`src/dlwe_pkg.sv`:
```
// Shared types and codes for the daily load window block.
// No dependencies; imported by the front, queue, back and top level.
`default_nettype none

package dlwe_pkg;

   // Default window depth in days
   localparam int HISTORY_DAYS_DEF = 64;

   // Reset value of the earliest accepted Unix time
   localparam logic [31:0] MIN_VALID_RESET = 32'd1577836800;

   // Request opcodes; the spare code, and an add of zero load, act as a plain query
   localparam logic [1:0] OPC_SET_CLOCK = 2'd0;
   localparam logic [1:0] OPC_ADD_LOAD  = 2'd1;
   localparam logic [1:0] OPC_QUERY     = 2'd2;
   localparam logic [1:0] OPC_SPARE     = 2'd3;

   // Work kinds handed from front to back
   localparam logic [1:0] KIND_CLOCK = 2'd0;
   localparam logic [1:0] KIND_ADD   = 2'd1;
   localparam logic [1:0] KIND_QUERY = 2'd2;

   // One classified request
   typedef struct packed {
      logic [1:0]  kind;
      logic        time_ok;
      logic [15:0] day;
      logic [15:0] load;
      logic [9:0]  ago;
      logic [10:0] peak_days;
      logic [15:0] extra;
   } work_type;

endpackage

`default_nettype wire

```
`src/dlwe_front.sv`:
```
// Front end: accepts requests, turns Unix time into a day number, classifies.
// Depends on dlwe_pkg; feeds dlwe_queue.
`default_nettype none

module dlwe_front import dlwe_pkg::*; (
   input  wire logic        clock,
   input  wire logic        reset,
   input  wire logic        start,
   output logic             busy,
   input  wire logic [1:0]  req_opcode,
   input  wire logic [31:0] req_unix_time,
   input  wire logic [15:0] req_load_tenths,
   input  wire logic [9:0]  req_days_ago,
   input  wire logic [10:0] req_peak_days,
   input  wire logic [15:0] req_extra_tenths,
   input  wire logic [31:0] min_valid_time,
   input  wire logic        back_ready,
   input  wire logic        q_full,
   output logic             q_push,
   output work_type         q_data
);

   // day = (t >> 7) / 675, exact via ceil(2^35 / 675) for 25-bit numerators
   localparam logic [25:0] DAY_RECIP = 26'd50903317;

   localparam logic [1:0] FS_IDLE = 2'd0;
   localparam logic [1:0] FS_MUL  = 2'd1;
   localparam logic [1:0] FS_PUSH = 2'd2;

   logic [1:0]  state_ff, state_in;
   logic [1:0]  op_ff;
   logic [31:0] time_ff;
   logic [15:0] load_ff, extra_ff;
   logic [9:0]  ago_ff;
   logic [10:0] pk_ff;
   logic [50:0] prod_ff;
   logic        ok_ff;
   logic        accept;

   assign busy   = (state_ff != FS_IDLE) || !back_ready;
   assign accept = start && !busy;
   assign q_push = (state_ff == FS_PUSH) && !q_full;

   // Sequencer
   always_comb begin
      state_in = state_ff;
      case (state_ff)
         FS_IDLE: if (accept) state_in = FS_MUL;
         FS_MUL:  state_in = FS_PUSH;
         FS_PUSH: if (!q_full) state_in = FS_IDLE;
         default: state_in = FS_IDLE;
      endcase
   end

   always_ff @(posedge clock) begin
      if (reset) begin
         state_ff <= FS_IDLE;
      end else begin
         state_ff <= state_in;
      end
   end

   // Request capture and day-number multiply
   always_ff @(posedge clock) begin
      if (accept) begin
         op_ff    <= req_opcode;
         time_ff  <= req_unix_time;
         load_ff  <= req_load_tenths;
         ago_ff   <= req_days_ago;
         pk_ff    <= req_peak_days;
         extra_ff <= req_extra_tenths;
      end
      if (state_ff == FS_MUL) begin
         prod_ff <= {26'd0, time_ff[31:7]} * {25'd0, DAY_RECIP};
         ok_ff   <= (time_ff >= min_valid_time);
      end
   end

   // Classification
   always_comb begin
      q_data.time_ok   = ok_ff;
      q_data.day       = prod_ff[50:35];
      q_data.load      = load_ff;
      q_data.ago       = ago_ff;
      q_data.peak_days = pk_ff;
      q_data.extra     = extra_ff;
      if (op_ff == OPC_SET_CLOCK) begin
         q_data.kind = KIND_CLOCK;
      end else if (op_ff == OPC_ADD_LOAD && load_ff != 16'd0) begin
         q_data.kind = KIND_ADD;
      end else begin
         q_data.kind = KIND_QUERY;
      end
   end

endmodule

`default_nettype wire

```
`src/dlwe_queue.sv`:
```
// Two-entry queue of classified requests between front and back.
// Depends on dlwe_pkg for the entry type.
`default_nettype none

module dlwe_queue import dlwe_pkg::*; (
   input  wire logic clock,
   input  wire logic reset,
   input  wire logic push,
   input  work_type  push_data,
   output logic      full,
   input  wire logic pop,
   output work_type  pop_data,
   output logic      empty
);

   work_type   entry_ff [2];
   logic       wr_ptr_ff, wr_ptr_in;
   logic       rd_ptr_ff, rd_ptr_in;
   logic [1:0] count_ff, count_in;

   assign full     = (count_ff == 2'd2);
   assign empty    = (count_ff == 2'd0);
   assign pop_data = entry_ff[rd_ptr_ff];

   // Pointer and fill update
   always_comb begin
      wr_ptr_in = wr_ptr_ff ^ push;
      rd_ptr_in = rd_ptr_ff ^ pop;
      count_in  = count_ff + {1'b0, push} - {1'b0, pop};
   end

   always_ff @(posedge clock) begin
      if (reset) begin
         wr_ptr_ff <= 1'b0;
         rd_ptr_ff <= 1'b0;
         count_ff  <= 2'd0;
      end else begin
         wr_ptr_ff <= wr_ptr_in;
         rd_ptr_ff <= rd_ptr_in;
         count_ff  <= count_in;
      end
   end

   always_ff @(posedge clock) begin
      if (push) entry_ff[wr_ptr_ff] <= push_data;
   end

endmodule

`default_nettype wire

```
`src/dlwe_back.sv`:
```
// Back end: day history memory, clock roll, load add and the window walk
// (peak, week sum, day value, two exponential averages). Depends on dlwe_pkg.
`default_nettype none

module dlwe_back import dlwe_pkg::*; #(
   parameter int HISTORY_DAYS = HISTORY_DAYS_DEF
) (
   input  wire logic  clock,
   input  wire logic  reset,
   output logic       ready,
   input  wire logic  q_empty,
   output logic       q_pop,
   input  work_type   q_data,
   output logic       rsp_valid,
   output logic [15:0] rsp_day_load,
   output logic [18:0] rsp_week_load,
   output logic [15:0] rsp_peak_load,
   output logic [15:0] rsp_fitness,
   output logic [15:0] rsp_fatigue
);

   localparam int SLOT_W = $clog2(HISTORY_DAYS);
   localparam logic [SLOT_W-1:0] LAST = SLOT_W'(HISTORY_DAYS - 1);

   // Per-lane divide constants: lane 0 divisor 42, lane 1 divisor 7
   localparam logic [5:0]  LANE_DIV [2] = '{6'd42, 6'd7};
   localparam logic [17:0] LANE_MH  [2] = '{18'd199729, 18'd149797};
   localparam int          LANE_KH  [2] = '{23, 20};
   localparam logic [23:0] LANE_ML  [2] = '{24'd12782641, 24'd1198373};
   localparam int          LANE_KL  [2] = '{29, 23};

   localparam logic [3:0] BS_INIT    = 4'd0;
   localparam logic [3:0] BS_IDLE    = 4'd1;
   localparam logic [3:0] BS_DISP    = 4'd2;
   localparam logic [3:0] BS_SHIFT   = 4'd3;
   localparam logic [3:0] BS_FULL    = 4'd4;
   localparam logic [3:0] BS_ADD_RD  = 4'd5;
   localparam logic [3:0] BS_ADD_WR  = 4'd6;
   localparam logic [3:0] BS_WALK_RD = 4'd7;
   localparam logic [3:0] BS_WALK    = 4'd8;
   localparam logic [3:0] BS_DONE    = 4'd9;

   localparam logic [2:0] PH_LAST = 3'd4;

   function automatic logic [SLOT_W-1:0] slot_inc(input logic [SLOT_W-1:0] s);
      slot_inc = (s == LAST) ? '0 : s + 1'b1;
   endfunction

   logic [3:0]        state_ff, state_in;
   logic [SLOT_W-1:0] today_ff, today_in;
   logic [15:0]       newest_ff, newest_in;
   logic [SLOT_W-1:0] cnt_ff, cnt_in;
   logic              ready_ff, ready_in;
   logic              rsp_valid_ff, rsp_valid_in;
   work_type          cur_ff;
   logic [SLOT_W-1:0] slot_ff;
   logic [SLOT_W-1:0] k_ff;
   logic [2:0]        ph_ff;
   logic [15:0]       rd_ff;
   logic [18:0]       week_ff;
   logic [15:0]       peak_ff, dayv_ff;
   logic [15:0]       fit_ff, fat_ff;
   logic [32:0]       v_ff [2];
   logic [15:0]       sat_out [2];

   logic [15:0]       shift16;
   logic [16:0]       add_sum;
   logic [16:0]       t_ext;
   logic [10:0]       k11;

   // Memory port controls
   logic              mem_we, mem_re;
   logic [SLOT_W-1:0] mem_waddr, mem_raddr;
   logic [15:0]       mem_wdata;
   logic [15:0]       mem [HISTORY_DAYS];

   assign ready     = ready_ff;
   assign rsp_valid = rsp_valid_ff;
   assign q_pop     = (state_ff == BS_IDLE) && !q_empty;
   assign shift16   = cur_ff.day - newest_ff;
   assign add_sum   = {1'b0, rd_ff} + {1'b0, cur_ff.load};
   assign t_ext     = {1'b0, rd_ff} + ((k_ff == '0) ? {1'b0, cur_ff.extra} : 17'd0);
   assign k11       = 11'(k_ff);

   // Control next state
   always_comb begin
      state_in     = state_ff;
      today_in     = today_ff;
      newest_in    = newest_ff;
      cnt_in       = cnt_ff;
      ready_in     = ready_ff;
      rsp_valid_in = 1'b0;
      case (state_ff)
         BS_INIT: begin
            cnt_in = cnt_ff + 1'b1;
            if (cnt_ff == LAST) begin
               ready_in = 1'b1;
               state_in = BS_IDLE;
            end
         end
         BS_IDLE: if (!q_empty) state_in = BS_DISP;
         BS_DISP: begin
            case (cur_ff.kind)
               KIND_CLOCK: begin
                  state_in = BS_WALK_RD;
                  if (cur_ff.time_ok) begin
                     if (newest_ff == 16'd0) begin
                        newest_in = cur_ff.day;
                     end else if (cur_ff.day > newest_ff) begin
                        newest_in = cur_ff.day;
                        if ({1'b0, shift16} >= 17'(HISTORY_DAYS)) begin
                           cnt_in   = '0;
                           state_in = BS_FULL;
                        end else begin
                           cnt_in   = shift16[SLOT_W-1:0];
                           state_in = BS_SHIFT;
                        end
                     end
                  end
               end
               KIND_ADD: state_in = BS_ADD_RD;
               default:  state_in = BS_WALK_RD;
            endcase
         end
         BS_SHIFT: begin
            today_in = slot_inc(today_ff);
            cnt_in   = cnt_ff - 1'b1;
            if (cnt_ff == SLOT_W'(1)) state_in = BS_WALK_RD;
         end
         BS_FULL: begin
            cnt_in = cnt_ff + 1'b1;
            if (cnt_ff == LAST) state_in = BS_WALK_RD;
         end
         BS_ADD_RD:  state_in = BS_ADD_WR;
         BS_ADD_WR:  state_in = BS_WALK_RD;
         BS_WALK_RD: state_in = BS_WALK;
         BS_WALK: begin
            if (ph_ff == PH_LAST && k_ff == '0) state_in = BS_DONE;
         end
         BS_DONE: begin
            rsp_valid_in = 1'b1;
            state_in     = BS_IDLE;
         end
         default: state_in = BS_IDLE;
      endcase
   end

   always_ff @(posedge clock) begin
      if (reset) begin
         state_ff     <= BS_INIT;
         today_ff     <= '0;
         newest_ff    <= 16'd0;
         cnt_ff       <= '0;
         ready_ff     <= 1'b0;
         rsp_valid_ff <= 1'b0;
      end else begin
         state_ff     <= state_in;
         today_ff     <= today_in;
         newest_ff    <= newest_in;
         cnt_ff       <= cnt_in;
         ready_ff     <= ready_in;
         rsp_valid_ff <= rsp_valid_in;
      end
   end

   // Memory port selection
   always_comb begin
      mem_we    = 1'b0;
      mem_waddr = cnt_ff;
      mem_wdata = 16'd0;
      mem_re    = 1'b0;
      mem_raddr = today_ff;
      case (state_ff)
         BS_INIT, BS_FULL: mem_we = 1'b1;
         BS_SHIFT: begin
            mem_we    = 1'b1;
            mem_waddr = slot_inc(today_ff);
         end
         BS_ADD_RD: mem_re = 1'b1;
         BS_ADD_WR: begin
            mem_we    = 1'b1;
            mem_waddr = today_ff;
            mem_wdata = add_sum[16] ? 16'hFFFF : add_sum[15:0];
         end
         BS_WALK_RD: begin
            mem_re    = 1'b1;
            mem_raddr = slot_inc(today_ff);
         end
         BS_WALK: begin
            mem_re    = (ph_ff == PH_LAST) && (k_ff != '0);
            mem_raddr = slot_inc(slot_ff);
         end
         default: mem_re = 1'b0;
      endcase
   end

   // Day history store
   always_ff @(posedge clock) begin
      if (mem_we) mem[mem_waddr] <= mem_wdata;
      if (mem_re) rd_ff <= mem[mem_raddr];
   end

   // Walk bookkeeping: order, phase, week, peak and chosen day
   always_ff @(posedge clock) begin
      if (q_pop) cur_ff <= q_data;
      if (state_ff == BS_WALK_RD) begin
         slot_ff <= slot_inc(today_ff);
         k_ff    <= LAST;
         ph_ff   <= 3'd0;
         week_ff <= 19'd0;
         peak_ff <= 16'd0;
         dayv_ff <= 16'd0;
      end else if (state_ff == BS_WALK) begin
         if (ph_ff == PH_LAST) begin
            ph_ff   <= 3'd0;
            k_ff    <= k_ff - 1'b1;
            slot_ff <= slot_inc(slot_ff);
         end else begin
            ph_ff <= ph_ff + 3'd1;
         end
         if (ph_ff == 3'd0) begin
            if (k11 < cur_ff.peak_days && rd_ff > peak_ff) peak_ff <= rd_ff;
            if (k_ff < SLOT_W'(7)) week_ff <= week_ff + {3'd0, rd_ff};
            if (k11 == {1'b0, cur_ff.ago}) dayv_ff <= rd_ff;
         end
      end
   end

   // Averaging lanes: v += trunc(((t << 16) - v) / D) over five phases per day
   for (genvar g = 0; g < 2; g++) begin : g_lane
      localparam logic [5:0]  D  = LANE_DIV[g];
      localparam logic [17:0] MH = LANE_MH[g];
      localparam int          KH = LANE_KH[g];
      localparam logic [23:0] ML = LANE_ML[g];
      localparam int          KL = LANE_KL[g];

      logic [32:0] a_ff;
      logic        s_ff;
      logic [15:0] qh_ff;
      logic [5:0]  rh_ff;
      logic [16:0] ql_ff;
      logic [33:0] diff;
      logic [33:0] mag;
      logic [33:0] hprod, hshr;
      logic [21:0] qd, rh22;
      logic [22:0] xlo;
      logic [46:0] lprod, lshr;
      logic [32:0] q;
      logic [33:0] rnd;

      assign diff  = {1'b0, t_ext, 16'd0} - {1'b0, v_ff[g]};
      assign mag   = diff[33] ? (34'd0 - diff) : diff;
      assign hprod = {18'd0, a_ff[32:17]} * {16'd0, MH};
      assign hshr  = hprod >> KH;
      assign qd    = {6'd0, qh_ff} * {16'd0, D};
      assign rh22  = {6'd0, a_ff[32:17]} - qd;
      assign xlo   = {rh_ff, a_ff[16:0]};
      assign lprod = {24'd0, xlo} * {23'd0, ML};
      assign lshr  = lprod >> KL;
      assign q     = {qh_ff, 17'd0} + {16'd0, ql_ff};
      assign rnd   = {1'b0, v_ff[g]} + 34'd32768;
      assign sat_out[g] = (rnd[33:16] > 18'd65535) ? 16'hFFFF : rnd[31:16];

      always_ff @(posedge clock) begin
         if (state_ff == BS_WALK_RD) begin
            v_ff[g] <= 33'd0;
         end else if (state_ff == BS_WALK) begin
            case (ph_ff)
               3'd0: begin
                  a_ff <= mag[32:0];
                  s_ff <= diff[33];
               end
               3'd1: qh_ff <= hshr[15:0];
               3'd2: rh_ff <= rh22[5:0];
               3'd3: ql_ff <= lshr[16:0];
               default: v_ff[g] <= s_ff ? (v_ff[g] - q) : (v_ff[g] + q);
            endcase
         end
      end
   end

   // Result register, loaded once per request
   always_ff @(posedge clock) begin
      if (state_ff == BS_DONE) begin
         fit_ff <= sat_out[0];
         fat_ff <= sat_out[1];
      end
   end

   assign rsp_day_load  = dayv_ff;
   assign rsp_week_load = week_ff;
   assign rsp_peak_load = peak_ff;
   assign rsp_fitness   = fit_ff;
   assign rsp_fatigue   = fat_ff;

endmodule

`default_nettype wire

```
`src/daily_load_window_ema.sv`:
```
// Top level of the daily load window: config register, front, queue, back.
// Depends on dlwe_pkg, dlwe_front, dlwe_queue and dlwe_back.
//
//   Port group   Handshake               Contents
//   req_*        start / busy            opcode, time, load, day, peak span, extra
//   rsp_*        rsp_valid (1 cycle)     day, week, peak, fitness, fatigue
//   csr_*        csr_wr_en               min_valid_time
//
// A query's response strobe follows accept through the front's multiply and push
// states, the queue hop, dispatch, the first read, five phases per stored day in
// the two divide-by-constant averaging lanes and a final state. An add also
// reads and writes the day's entry; a clock step also clears one slot per skipped
// day, or every slot for a full clear. After reset the history memory is zeroed
// one entry per cycle while busy is high. The strobe cannot be stalled.
`default_nettype none

module daily_load_window_ema import dlwe_pkg::*; #(
   parameter int HISTORY_DAYS = HISTORY_DAYS_DEF
) (
   input  wire logic        clock,
   input  wire logic        reset,
   input  wire logic        start,
   output logic             busy,
   input  wire logic [1:0]  req_opcode,
   input  wire logic [31:0] req_unix_time,
   input  wire logic [15:0] req_load_tenths,
   input  wire logic [9:0]  req_days_ago,
   input  wire logic [10:0] req_peak_days,
   input  wire logic [15:0] req_extra_tenths,
   output logic             rsp_valid,
   output logic [15:0]      rsp_day_load,
   output logic [18:0]      rsp_week_load,
   output logic [15:0]      rsp_peak_load,
   output logic [15:0]      rsp_fitness,
   output logic [15:0]      rsp_fatigue,
   input  wire logic        csr_wr_en,
   input  wire logic [31:0] csr_wr_data
);

   logic [31:0] min_time_ff;
   logic        back_ready;
   logic        q_full, q_empty, q_push, q_pop;
   work_type    push_data, pop_data;

   // Configuration register
   always_ff @(posedge clock) begin
      if (reset) begin
         min_time_ff <= MIN_VALID_RESET;
      end else if (csr_wr_en) begin
         min_time_ff <= csr_wr_data;
      end
   end

   dlwe_front u_front (
      .clock            (clock),
      .reset            (reset),
      .start            (start),
      .busy             (busy),
      .req_opcode       (req_opcode),
      .req_unix_time    (req_unix_time),
      .req_load_tenths  (req_load_tenths),
      .req_days_ago     (req_days_ago),
      .req_peak_days    (req_peak_days),
      .req_extra_tenths (req_extra_tenths),
      .min_valid_time   (min_time_ff),
      .back_ready       (back_ready),
      .q_full           (q_full),
      .q_push           (q_push),
      .q_data           (push_data)
   );

   dlwe_queue u_queue (
      .clock     (clock),
      .reset     (reset),
      .push      (q_push),
      .push_data (push_data),
      .full      (q_full),
      .pop       (q_pop),
      .pop_data  (pop_data),
      .empty     (q_empty)
   );

   dlwe_back #(
      .HISTORY_DAYS (HISTORY_DAYS)
   ) u_back (
      .clock         (clock),
      .reset         (reset),
      .ready         (back_ready),
      .q_empty       (q_empty),
      .q_pop         (q_pop),
      .q_data        (pop_data),
      .rsp_valid     (rsp_valid),
      .rsp_day_load  (rsp_day_load),
      .rsp_week_load (rsp_week_load),
      .rsp_peak_load (rsp_peak_load),
      .rsp_fitness   (rsp_fitness),
      .rsp_fatigue   (rsp_fatigue)
   );

   // A response strobe is never held high back to back
   a_rsp_single: assert property (@(posedge clock) disable iff (reset)
      rsp_valid |=> !rsp_valid)
      else $error("response strobe held");

   // An accepted request makes the front busy as its state leaves idle
   a_accept_busy: assert property (@(posedge clock) disable iff (reset)
      (start && !busy) |=> busy)
      else $error("front not busy after accept");

   // The queue is never pushed while full
   a_no_overflow: assert property (@(posedge clock) disable iff (reset)
      q_push |-> !q_full)
      else $error("queue overflow");

endmodule

`default_nettype wire
```
`config.mk`:
```
export PLATFORM = sky130hd
export DESIGN_NAME = daily_load_window_ema
export DESIGN_NICKNAME = d
export VERILOG_FILES = /design/src/dlwe_pkg.sv /design/src/dlwe_front.sv /design/src/dlwe_queue.sv /design/src/dlwe_back.sv /design/src/daily_load_window_ema.sv
export SDC_FILE = /design/constraint.sdc
export NUM_CORES = 2
export LEC_CHECK = 0
export BUFFER_PORTS_ARGS = -buffer_cell sky130_fd_sc_hd__buf_2
export CAP_MARGIN = 20
export CORE_ASPECT_RATIO = 2
export CORE_MARGIN = 5
export CORE_UTILIZATION = 61
export CTS_BUF_LIST = sky130_fd_sc_hd__clkbuf_2 sky130_fd_sc_hd__clkbuf_4 sky130_fd_sc_hd__clkbuf_8
export DETAILED_ROUTE_END_ITERATION = 10
export GPL_TIMING_DRIVEN = 0
export PLACE_DENSITY = 0.78
export SKIP_CTS_REPAIR_TIMING = 1
export SLEW_MARGIN = 15
export SYNTH_ARGS = -nofsm -noshare
export SYNTH_HDL_FRONTEND = slang
export SYNTH_HIERARCHICAL = 1
export SYNTH_SLANG_ARGS = --single-unit
```
`constraint.sdc`:
```
create_clock -name clock -period 13.1 [get_ports clock]
set_clock_uncertainty 0.1 [all_clocks]
set_input_delay 2.62 -clock clock [delete_from_list [all_inputs] [get_ports clock]]
set_output_delay 2.62 -clock clock [all_outputs]
set_load 0.005 [all_outputs]
```
Word level (Yosys, flattened, before mapping):

Memory sizes are Yosys's and may differ from the RTL's. A register that Yosys moved wholly into a read port is not among the register bits.
Index checks and enable logic that the tools add are counted.

* add/sub/neg operators: 26
* multipliers: 7
* order comparisons: 8
* equality and inequality tests: 34
* mux-type cells: 54
* bitwise operators: 5
* reductions and logical operators: 45

Operators by type and width (count)
* two-way mux 33 bit: 6
* two-way mux 16 bit: 5
* adder 33 x 16 -> 34 bit (second input constant): 2
* multiplier 16 x 18 -> 34 bit (second input constant): 2
* subtractor 33 x 33 -> 34 bit: 2
* adder 33 bit: 2
* subtractor 1 x 33 -> 33 bit (first input constant): 2
* subtractor 33 bit: 2
* two-way mux 6 bit: 10
* multiplier 25 x 26 -> 51 bit (second input constant): 1
* multiplier 23 x 24 -> 46 bit (second input constant): 1
* multiplier 23 x 21 -> 40 bit (second input constant): 1
* > comparator 18 x 16 -> 1 bit (second input constant): 2
* one-hot mux 4 bit (9 select lines): 1
* adder 31 x 17 -> 32 bit: 1
* >= comparator 32 bit: 1
* > comparator 16 bit: 2
* two-way mux 4 bit: 8
* adder 28 x 17 -> 29 bit: 1
* one-hot mux 6 bit (2 select lines): 2
* AND reduction 3 bit: 7
* adder 19 x 16 -> 19 bit: 1
* adder 6 x 1 -> 6 bit (second input constant): 3
* equality test 6 bit (second input constant): 3
* other kinds (53): 111

* flip-flop bits (word level): 448
* bits in writable memories: 1234
* input port bits: 123
* logic and storage cells: 219
* memories kept: 3

Memory list
* u_back.mem: depth 64, bits a word 16, read ports 1, clocked after memory_dff 1, wr ports 1, RTL line dlwe_back.sv:75 `logic [15:0] mem [HISTORY_DAYS];`
* u_queue.entry_ff: depth 2, bits a word 72, read ports 1, clocked after memory_dff 1, wr ports 1, RTL line dlwe_queue.sv:16 `work_type entry_ff [2];`
* u_back.v_ff: depth 2, bits a word 33, read ports 2, clocked after memory_dff 0, wr ports 2, RTL line dlwe_back.sv:63 `logic [32:0] v_ff [2];`

Depth between registers and ports, before layout:

* word-level depth: 8
* gate-level depth with buffers: 32

Cells and area by module:

Netlist, hierarchy kept.

Modules (own cells, without submodules)
* dlwe_back: times used 1, cells an instance 7807, area each 86176.4 µm²
* dlwe_front: times used 1, cells an instance 1255, area each 13882.1 µm²
* dlwe_queue: times used 1, cells an instance 243, area each 5745.5 µm²
* daily_load_window_ema: times used 1, cells an instance 103, area each 1174.9 µm²

Least setup slack after synthesis:

OpenSTA, ideal clock, no wires.

* path kind: flip-flop to flip-flop
* start: reg u_back.state_ff[0]
* end: reg u_queue.count_ff[1]
* data arrival time: 9218 ps
* slack: 3717 ps
* stages on the path, launching flop included: 9
* path buffers: 1
* path through: dfxtp_1 clkbuf_1 nand2b_1 nor4_1 ha_1 inv_1 ha_1 xnor3_1 nor2_1

* word-level cells in the longest chain between the ends: 3

Ends and longest elaborated chain
* from (decl): RTL line dlwe_back.sv:49 `logic [3:0] state_ff, state_in;`
* from (signal assigned): RTL line dlwe_back.sv:157 `state_ff <= state_in;`
* equality test 4 x 1 -> 1 bit: RTL line dlwe_back.sv:79 `assign q_pop = (state_ff == BS_IDLE) && !q_empty;`
* logical AND 1 bit: RTL line dlwe_back.sv:79
* net q_pop: RTL line daily_load_window_ema.sv:42 `logic q_full, q_empty, q_push, q_pop;`
* subtractor 2 x 1 -> 2 bit: RTL line dlwe_queue.sv:29 `count_in = count_ff + {1'b0, push} - {1'b0, pop};`
* to (signal assigned): RTL line dlwe_queue.sv:40 `count_ff <= count_in;`
* to (decl): RTL line dlwe_queue.sv:19 `logic [1:0] count_ff, count_in;`

The timed path passes the listed nets, and every way through them passes these cells.
A chain may end at the register's enable or synchronous reset.

Final worst setup path:

* start: reg u_back.k_ff[3]
* end: reg u_back.g_lane[1].a_ff[32] (data pin)

* word-level cells in the longest chain between the ends: 6

Ends and longest elaborated chain
* from (decl): RTL line dlwe_back.sv:57 `logic [SLOT_W-1:0] k_ff;`
* from (signal assigned): RTL line dlwe_back.sv:216 `k_ff <= k_ff - 1'b1;`
* logical NOT 6 bit *: RTL line dlwe_back.sv:82 `assign t_ext = {1'b0, rd_ff} + ((k_ff == '0) ? {1'b0, cur_ff.extra} : 17'd0);`
* two-way mux 16 bit *: RTL line dlwe_back.sv:82
* adder 16 x 17 -> 17 bit *: RTL line dlwe_back.sv:82
* subtractor 33 x 33 -> 34 bit *: RTL line dlwe_back.sv:251 `assign diff = {1'b0, t_ext, 16'd0} - {1'b0, v_ff[g]};`
* subtractor 1 x 33 -> 33 bit: RTL line dlwe_back.sv:252 `assign mag = diff[33] ? (34'd0 - diff) : diff;`
* two-way mux 33 bit *: RTL line dlwe_back.sv:252
* net u_back.g_lane[1].mag[32]: RTL line dlwe_back.sv:243 `logic [33:0] mag;`
* to (signal assigned): RTL line dlwe_back.sv:270 `a_ff <= mag[32:0];`
* to (decl): RTL line dlwe_back.sv:237 `logic [32:0] a_ff;`

The timed path passes the listed nets; every way through them passes the cells marked *.

==> summary.txt <==
Clock network
  – Clock sinks: 1735
  – Clk buf depth: 4
  – CTS clk-pin slew, worst paths: ~70 ps
  – TritonCTS buffer count: around 240
  – CTS root buf: clkbuf_8
  – Clock Latency Late Sink: around 960 ps
  – CTS tree: done
  – H-tree depth: 4

Global route
  – Initial antenna violation count: 10
  – Vias in the first global route: about 80k
  – GRT overflow: 0
  – First-pass GRT wire length: around 460000 um
  – Largest net degree at the start of global routing: 56
  – Total GRT Usage: 0.3337

Worst setup path
  – CP Launch Type: register
  – Worst r2r src: u_back/k_ff[3]
  – Critical path arrival: 8970 ps
  – Reg2reg path depth: 27
  – Worst setup path class: reg -> reg
  – Critical Path Sink Type: register
  – Max FO, Critical Path: 10
  – Crit. Startpoint: u_back/k_ff[3]
  – R2R Setup Slk: 4700 ps
  – CP Data Required Time: 13670 ps

Yosys
  – Largest area contributor in the netlist: edfxtp_1
  – Post-synthesis register bit count: 1735
  – Synth Area per Inst: ~11 um^2
  – Synth cell types: roughly 110
  – Syn_nets: 11.14k
  – Ys Warns: 6
  – Syn Inst Count: roughly 9.4k
  – Primary FF master, synth: edfxtp_1
  – Ys async rst share: 0
  – Post-synthesis sequential area ratio: 0.4747
  – Number of synthesized flops with an enable pin: ~1.6k
  – Share of the synthesized area in the top cell type: 0.4500
  – Synth top area cells: edfxtp_1 45%, ha_1 13%, fa_1 8.9%
  – Cell area after synthesis: between 100000 and 150000 um^2

Power and ir drop
  – Switch Pwr: around 2.6 mW
  – Sequential Power Share: 0.543
  – Clock power share: 0.402
  – Overall power: roughly 11 mW
  – Maximum vdd drop: between 0.1 and 0.15 mV
  – Sw Share: 0.2269
  – LEAKAGE: between 40 and 50 nW
  – Cell-internal power: just under 9 mW
  – Cell Pwr Density: 96.12 nW/um^2
  – Comb pwr share: 0.055

Floorplan
  – Die Y: about 600 um
  – Starting Density: 0.6128
  – Row count: 217
  – Die area: about 180000 um^2
  – Die width: ~310 um
  – I/O Pins: about 210
  – Core area: roughly 170000 um^2

Timing
  – Max_slew headroom: 0.1475
  – Final Hold Violating Endpoints: 0
  – Min Clock Period, post-route: between 8000 and 9000 ps
  – Slew Viols, Final: 0
  – RSZ-0062 raised after global routing: no
  – Setup Viol. Count Final: 0
  – Final worst-path cycle share: 0.6409
  – FMAX: around 120 MHz
  – Worst Tran Pin Value: ~1300 ps

Detailed routing
  – Initial DRC count: 5974
  – Vias/cell: 6.109
  – DRC Markers: 0
  – Per-cell routed wire length: 25.27 um
  – Pre-Repair DR Iteration Count: 8
  – Drt total wl: between 300000 and 400000 um
  – Via count: 76.11k
  – Antenna-violating nets left: 0

Final layout
  – Non-Filler Instances: around 12k
  – Final core occ: 0.6778
  – Synth-to-Final Area Change: 10.60%
  – Post-layout nets: between 10k and 15k
  – Share of layout cells above drive strength 1: 0.09685
  – Fillers: about 13k

Outcome
  – Outcome: completed

Placed design
  – DPL Wire Length: ~250000 um
  – Input/output buffers: a little over 200
  – Final Wtd Congestion: approximately 1
  – DP Cell Count: between 10k and 15k

Min path
  – WHS Path Cells: 0
  – Hold path start: u_front/extra_ff[3]
  – Hold Path Class: reg -> reg

Job
  – Max_cap viols: 0
-- power by group through the flow --
stage                     Sequential, mW  Clock (mW)  Combinational, mW
final                               6.17        4.58              0.623
after global routing                6.18        4.88              0.640
after CTS                           6.17        4.63              0.595
after detailed placement            6.29           0              0.591
after global placement              6.28           0              0.563
after floorplan                     6.28           0              0.342
-- state kept, by name (all words and copies together) (netlist names), 19 cells and up --
signal and cells:
u_back/mem 1024, u_back/v_ff 66, u_queue/entry_ff 144, u_front/time_ff 32
u_back/cur_ff 72, u_back/g_lane.a_ff 66, min_time_ff 32, u_back/g_lane.qh_ff 25
u_back/g_lane.ql_ff 34, u_back/rsp_week_load 19
-- final cells by class --
class | instances | area [um^2] | area share
repair buffers | 302 | 2753 | 0.02326
inverters | 1130 | 4244 | 0.03587
well taps | 2299 | 2877 | 0.02431
multi-input cells | 6221 | 50980 | 0.4309
plain buffers | 322 | 1425 | 0.01204
clock buffers | 306 | 3905 | 0.03300
diodes | 10 | 25.02 | 0.0002115
flip-flops and latches | 1735 | 50780 | 0.4292
clock inverters | 134 | 1334 | 0.01127
-- path summary, 6_finish.rpt --
| check | endpoint |
|---|---|
| worst max-delay path | u_back/g_lane[1].a_ff[32] |
| worst min-delay path | u_queue/entry_ff[0][3] |
| worst max register to register | u_back/g_lane[1].a_ff[32] |
| worst min register to register | u_queue/entry_ff[0][3] |
-- stage by stage --
stage / cell area, um^2 / hold slack, ps / setup WS, ps / TNS [ps]
after global routing: 118300 / 324.2 / 4399 / 0
after global placement: 110900 / 322.3 / -495.2 / -970.1
final: 118300 / 312.1 / 4705 / 0
after CTS: 118300 / 317.1 / 4882 / 0
after detailed placement: 113000 / 329.0 / 4936 / 0
after floorplan: 107000 / 321.5 / 3717 / 0
-- cell families (layout without fill, tap and decap cells) --
family / count (synthesis) / in the layout / synth area share
other: 0 / 10 / 0
multiplexers: 146 / 146 / 0.01695
AO/OA/AOI/OAI: 1394 / 1394 / 0.08699
XOR/XNOR: 410 / 410 / 0.03370
AND/OR/NAND/NOR: 2664 / 2664 / 0.1134
flip-flops: 1735 / 1735 / 0.4747
adder cells (fa/ha/maj): 1607 / 1607 / 0.2214
buffers and inverters: 1452 / 2194 / 0.05296
-- Yosys cell counts (all sizes together), types with 153 or more instances --
master     n
edfxtp  1603
nand2   1286
ha      1131
inv     1130
fa       476
nor2     461
a21oi    387
xnor2    302
clkbuf   258
and3     244
nand3    222
a31oi    178
o21ai    177
a211oi   153
-- cell usage in the layout (no fill, tap or decap), drive strengths merged, types with 177 or more instances in the layout --
master | Yosys | layout
nand2 | 1286 | 1286
edfxtp | 1603 | 1603
inv | 1130 | 1134
ha | 1131 | 1131
a21oi | 387 | 387
xnor2 | 302 | 302
clkbuf | 258 | 564
o21ai | 177 | 177
a31oi | 178 | 178
and3 | 244 | 244
nand3 | 222 | 222
buf | 64 | 366
nor2 | 461 | 461
fa | 476 | 476
-- per-layer routing --
layer,routed length [um],global-route usage,up-vias
met1,93580,0.3097,37000
met4,37220,0.3033,0
li1,-,-,34250
met3,20660,0.05683,1412
met2,163400,0.6127,3452
met5,0,0,-
-- worst max-delay path, stage by stage (launching register included) --
cell and delay [ps]:
dfxtp_1 380, or3_1 470, nor3b_2 690, clkbuf_1 550
and2_1 240, ha_1 170, inv_1 60, fa_1 400
nor2b_1 150, o21ai_0 120, a21boi_0 280, o21ai_0 140
a21boi_0 260, o21ai_0 160, nor2b_1 170, xnor2_1 370
ha_1 180, clkbuf_1 350, nand4_1 180, nor3_1 200
a211oi_1 140, a31oi_1 310, a21oi_1 120, o21ba_2 230
a21oi_1 640, clkbuf_1 700, a41oi_1 150, xnor2_1 210
(Power assumes the default switching activity.)
